==> src/rws_pkg.sv <==
// Types and constants for the roulette wheel selection block.
// No dependencies.
package rws_pkg;

  localparam int FIT_W   = 16;
  localparam int SPIN_W  = 16;
  localparam int SUM_W   = 22;
  localparam int BOUND_W = SUM_W + SPIN_W;
  localparam int MIDX_W  = 6;

  localparam logic [SUM_W-1:0] SUM_MAX = {SUM_W{1'b1}};

  typedef enum logic {
    OP_LOAD = 1'b0,
    OP_SPIN = 1'b1
  } op_t;

  typedef struct packed {
    op_t               op;
    logic [FIT_W-1:0]  fitness;
    logic [SPIN_W-1:0] spin;
  } in_beat_t;

  typedef struct packed {
    logic [MIDX_W-1:0] member_index;
    logic              elite_pick;
  } out_beat_t;

  // Control bits of the query walking down the row of cells.
  typedef struct packed {
    logic valid;
    logic elite;
    logic found;
  } query_ctl_t;

endpackage

==> src/rws_cell.sv <==
// One cell of the selection row: holds one member's prefix sum and checks the
// passing query against it. Depends on rws_pkg.
module rws_cell #(
  parameter int IDX = 0,
  parameter int IW  = 6,
  parameter int CW  = 7
) (
  input  logic                        clk,
  input  logic                        rst_n,
  input  logic                        adv,
  input  logic                        wr_en,
  input  logic [IW-1:0]               wr_idx,
  input  logic [rws_pkg::SUM_W-1:0]   wr_sum,
  input  logic [CW-1:0]               count,
  input  rws_pkg::query_ctl_t         q_ctl_in,
  input  logic [rws_pkg::BOUND_W-1:0] q_bound_in,
  input  logic [IW-1:0]               q_idx_in,
  output rws_pkg::query_ctl_t         q_ctl_out,
  output logic [rws_pkg::BOUND_W-1:0] q_bound_out,
  output logic [IW-1:0]               q_idx_out
);

  logic [rws_pkg::SUM_W-1:0]   sum_r;
  rws_pkg::query_ctl_t         ctl_r, ctl_nxt;
  logic [rws_pkg::BOUND_W-1:0] bound_r;
  logic [IW-1:0]               idx_r, idx_nxt;
  logic                        live;
  logic                        hit;

  assign live = count > CW'(IDX);
  assign hit  = q_ctl_in.valid && !q_ctl_in.elite && !q_ctl_in.found && live &&
                ({sum_r, {rws_pkg::SPIN_W{1'b0}}} >= q_bound_in);

  always_comb begin
    ctl_nxt       = q_ctl_in;
    ctl_nxt.found = q_ctl_in.found | hit;
    idx_nxt       = hit ? IW'(IDX) : q_idx_in;
  end

  always_ff @(posedge clk) begin
    if (wr_en && (wr_idx == IW'(IDX))) begin
      sum_r <= wr_sum;
    end
  end

  always_ff @(posedge clk) begin
    if (!rst_n) begin
      ctl_r <= '0;
    end else if (adv) begin
      ctl_r <= ctl_nxt;
    end
  end

  always_ff @(posedge clk) begin
    if (adv) begin
      bound_r <= q_bound_in;
      idx_r   <= idx_nxt;
    end
  end

  assign q_ctl_out   = ctl_r;
  assign q_bound_out = bound_r;
  assign q_idx_out   = idx_r;

endmodule

==> config.mk <==
export PLATFORM = sky130hd
export DESIGN_NAME = rws_cell
export DESIGN_NICKNAME = d
export VERILOG_FILES = /design/src/rws_pkg.sv /design/src/rws_cell.sv
export SDC_FILE = /design/constraint.sdc
export NUM_CORES = 1
export LEC_CHECK = 0
export ABC_AREA = 1
export BUFFER_PORTS_ARGS = -buffer_cell sky130_fd_sc_hd__buf_4
export CAP_MARGIN = 40
export CORE_UTILIZATION = 46
export CTS_CLUSTER_DIAMETER = 80
export DETAILED_ROUTE_END_ITERATION = 12
export GPL_ROUTABILITY_DRIVEN = 1
export PLACE_DENSITY = 0.78
export SETUP_SLACK_MARGIN = 0.05
export SLEW_MARGIN = 25
export SYNTH_ARGS = -nofsm -noshare
export SYNTH_HDL_FRONTEND = slang
export SYNTH_SLANG_ARGS = --single-unit
==> constraint.sdc <==
create_clock -name clk -period 2.2 [get_ports clk]
set_input_delay 0.22 -clock clk [delete_from_list [all_inputs] [get_ports clk]]
set_output_delay 0.22 -clock clk [all_outputs]
set_load 0.02 [all_outputs]
# [Word-level counts from Yosys, hierarchy flattened]
# Cells that the tools add are included.
# Widths: inputs -> output; s select.
[totals] elab_cells=17 inputBits=86 out_inout_bits=47 ff_bits=69
[classes] magnitude_cmp=2 n_bitwise=1 reduce_logical=8
[op_table] cell="$ge 38x38->1" count=1
[op_table] cell="$gt 7x1->1 const B" count=1
[op_table] cell="$logic_not 6->1" count=1
[op_table] cell="$logic_and 1x1->1" count=5
[op_table] cell="$logic_not 1->1" count=2
[op_table] cell="$or 1x1->1" count=1

# [Depth between registers and ports, before layout]
[depth] word_depth=6 ltp_mapped=13 ltp_nobuf=13

# [Least setup slack after synthesis]
# OpenSTA, ideal clock, no wires.
[synth_path] path_kind="reg2reg" from="register sum_r[21] (netlist name)" to="register idx_r[0], in the netlist q_idx_out[0], data pin" period_less_slack_ns=1.589 path_buffers=0 path_stages_with_launch=11 arrival_ns=1.338 setup_ns=0.252 required_ns=1.948 slack_ns=0.611 path_cell_list="edfxtp_1 -> ha_1 -> nand2_2 -> nor2_4 -> nand2_2 -> nor2_2 -> nand3_1 -> nand4_1 -> nand2_2 -> inv_2 -> nor2_1"
[synth_between] elab_chain_len=2
[synth_lines] element="from (decl)" line_no="rws_cell.sv:23" text="logic [rws_pkg::SUM_W-1:0] sum_r;"
[synth_lines] element="from (signal assigned)" line_no="rws_cell.sv:42" text="sum_r <= wr_sum;"
[synth_lines] element="$ge 38x38->1" line_no="rws_cell.sv:32" text="({sum_r, {rws_pkg::SPIN_W{1'b0}}} >= q_bound_in);"
[synth_lines] element="$logic_and 1x1->1" line_no="rws_cell.sv:31" text="assign hit = q_ctl_in.valid && !q_ctl_in.elite && !q_ctl_in.found && live &&"
[synth_lines] element="to (signal assigned)" line_no="rws_cell.sv:57" text="idx_r <= idx_nxt;"
[synth_lines] element="to (decl)" line_no="rws_cell.sv:26" text="logic [IW-1:0] idx_r, idx_nxt;"
# Every way passes these cells.
# A chain may end at the register's enable or synchronous reset.

# [Final worst setup path]
[layout_path] from="register sum_r[5] (netlist name)" to="register idx_r[4], in the netlist q_idx_out[4], data pin"
# Same word-level chain as after synthesis.

==> impl_metrics.py <==
metrics = {
    "power_and_ir_drop": {
        "power_per_cell_area_nw_per_um2": 672.1,
        "leakage_nw": 1.932,
        "power_mw": 2.758,
        "peakVddDrop_v": 0.0004786,
    },
    "global_routing": {
        "use_met2": 0.3202,
        "grt_use_met1": 0.2133,
        "grt_pass1_vias": 1928,
        "grt.busiest_layer": "met2",
        "overflow": 0,
        "grt_antenna_before_repair": 0,
        "grt_pass1_wl_um": 8659,
        "grt_usage": 0.1891,
        "grt_max_degree": 49,
        "use_met3": 0.05730,
    },
    "setup_path": {
        "critical_path_arrival_ns": 1.88,
        "slowest_stage": "edfxtp_1",
        "start_kind": "flip-flop",
        "critPathKind": "reg -> reg",
        "cp_max_fo": 6,
        "cp_data_required_time_ns": 2.29,
        "r2r_slack_ns": 0.42,
        "path_common_cell": "nor2_1",
        "path_cells": "ha_1 > nand2_1 > nor2_1 > nand3_1 > nor2_1 > nand3_1 > nand4_1 > nand2_2 > inv_2 > nor2_1",
        "critical_path.max_stage_delay_ns": 0.38,
        "cp-end-kind": "flip-flop",
        "reg2regPathDepth": 10,
    },
    "worst_hold_path": {
        "hold_class": "in -> reg",
        "hold_depth": 1,
    },
    "timing": {
        "layout_min_cycle_time_ns": 1.783,
        "setup_viol": 0,
        "rsz0062_at_grt": "no",
        "fin_worst_skew_ns": 0.006418,
        "min_period_over_period": 0.8104,
        "fmax_ghz": 0.5609,
        "slew_viol_final": 0,
        "worst_pin_slew_ns": 0.5996,
        "tns_ns": 0,
        "finalHoldViolCount": 0,
        "max-slew-margin-rel": 0.6003,
    },
    "place": {
        "gp_congestion": 0.7044,
        "dp_cells": 426,
        "hpwl_um": 4535,
        "io_buffers": 132,
    },
    "finish": {
        "num_antenna_cells": 0,
        "drive_gt1_frac": 0.4098,
        "fillers": 446,
        "multiInputGateArea_um2": 670.6,
        "seq_area_um2": 2042,
        "fin_nets": 470,
        "stdcell_count": 441,
        "area_delta_synth_final_pct": 43.31,
    },
    "floorplanning": {
        "die_h_um": 80.89,
        "die_w_um": 80.89,
        "core_um2": 5956,
        "placementRows": 28,
        "die_area_um2": 6543,
        "start_util": 0.4807,
        "io_pins": 133,
    },
    "yosys": {
        "syn_inst": 218,
        "syn-num-nets": 326,
        "ys_types": 21,
        "synthArstFlopShare": 0,
        "synth-xor-area-share": 0,
        "synth_area_leader_cell": "edfxtp_1",
        "synth_common_cells": "66 x edfxtp_1, 39 x inv_1, 29 x nand2_1",
        "yosys-top-cells-area": "edfxtp_1 69%, ha_1 9.6%, inv_1 5.1%",
        "ys_warn_count": 0,
        "synth_area_um2": 2863,
        "synth-compound-area-share": 0.02491,
        "synth.ff_latch_count": 69,
        "yosys.area_share.simple": 0.1132,
        "synth-adder-area-share": 0.09615,
        "synth-edff-count": 66,
        "synth_mux_area_frac": 0,
        "synth.top_cell.area_share": 0.6923,
        "synth.most_common_cell": "edfxtp_1",
        "avgSynthCellArea_um2": 13.13,
        "synth_top_family_by_area": "simple AND/OR/NAND/NOR gates",
        "ys_seq_area_frac": 0.7133,
        "synthFlopType": "edfxtp_1",
    },
    "route": {
        "wl_per_cell_um": 13.17,
        "drtIter0Drc": 83,
        "post_drt_via_cell_ratio": 4.662,
        "num_vias": 2056,
        "wl_um": 5808,
        "final_antenna_net_count": 0,
        "dr.pass1.iters": 5,
        "drc": 0,
    },
    "clock_network": {
        "ctsHoldBuffers": 0,
        "clockRootBuffer": "clkbuf_8",
        "cts_buffers": 9,
        "cts_tree": "built",
        "cts_setup_buffers": 0,
        "cts_buffer_depth": 2,
        "cts_sinks": 69,
        "cts_resized": 0,
        "clkTransAtPathRegs_ns": 0.07,
        "cts_max_level": 3,
        "clk_latency_ns": 0.33,
    },
    "run_status": {
        "status": "completed",
    },
    "flow_run": {
        "cap_viol_max_count": 0,
    },
}
## area by class of cell
| cell class | count | area share |
|---|---|---|
| Tap cell | 75 | 0.02287 |
| Inverter | 40 | 0.03660 |
| Timing Repair Buffer | 133 | 0.2434 |
| Clock inverter | 4 | 0.003965 |
| Sequential cell | 69 | 0.4977 |
| Multi-Input combinational cell | 109 | 0.1635 |
| Clock buffer | 11 | 0.03202 |
## registers in the layout (all words and copies together), names as in the netlist
register	cells
sum_r	22
q_bound_out	38
q_ctl_out	3
q_idx_out	6
## logic make-up after synthesis
kind of cell	after synthesis
AO/OA/AOI/OAI	13
adder cells (fa/ha/maj)	22
buffers and inverters	40
flip-flops	69
AND/OR/NAND/NOR	74
## through the flow
step / area (um^2) / setup WS (ns) / hold slack (ns) / util
after floorplan: 2863 / 0.6107 / 0.3189 / -
after global placement: 3955 / 0.4208 / 0.3992 / 0.6641
after detailed placement: 3955 / 0.3943 / 0.3994 / 0.6641
after CTS: 4103 / 0.3865 / 0.04685 / 0.6889
after global routing: 4103 / 0.2136 / 0.03115 / 0.6889
final: 4103 / 0.4172 / 0.05653 / 0.6889
## worst paths after layout
path,from,end
hold / removal,wr_sum[16],sum_r[16]
setup / recovery,sum_r[5],q_idx_out[4]
setup reg to reg,sum_r[5],q_idx_out[4]
hold reg to reg,q_ctl_out[1],q_ctl_out[1]
## worst max-delay path, delay by kind of cell, from the launching register on
kind / cells / cell delay (ns)
AND/OR/NAND/NOR: 8 / 0.73
flip-flops: 1 / 0.38
adder cells (fa/ha/maj): 1 / 0.32
buffers and inverters: 1 / 0.10
## where the power goes
group	switching [mW]	internal, mW	leakage [nW]
Clock	0.425	0.390	0.0757
Sequential	0.0181	1.52	0.654
Combinational	0.202	0.206	1.20
## metal layers
metal / part of all wire / wire length [um]
met5: 0 / 0
met4: 0.020 / 118
met3: 0.082 / 479
met2: 0.51 / 2949
met1: 0.39 / 2261
## cells in the final DEF, fill, tap and decap left out, types with 2 or more instances in the layout
cell type / instances
clkbuf_1: 2
nor2_1: 27
nand4_1: 2
nand2_1: 29
edfxtp_1: 66
nand3_1: 4
dfxtp_1: 3
nand2_2: 3
ha_1: 22
buf_4: 133
clkbuf_8: 9
nor3_1: 2
inv_1: 39
clkinv_1: 3
o21ai_0: 6
nor4_1: 2
a21oi_1: 5
Power figures use the tool's default switching activity.
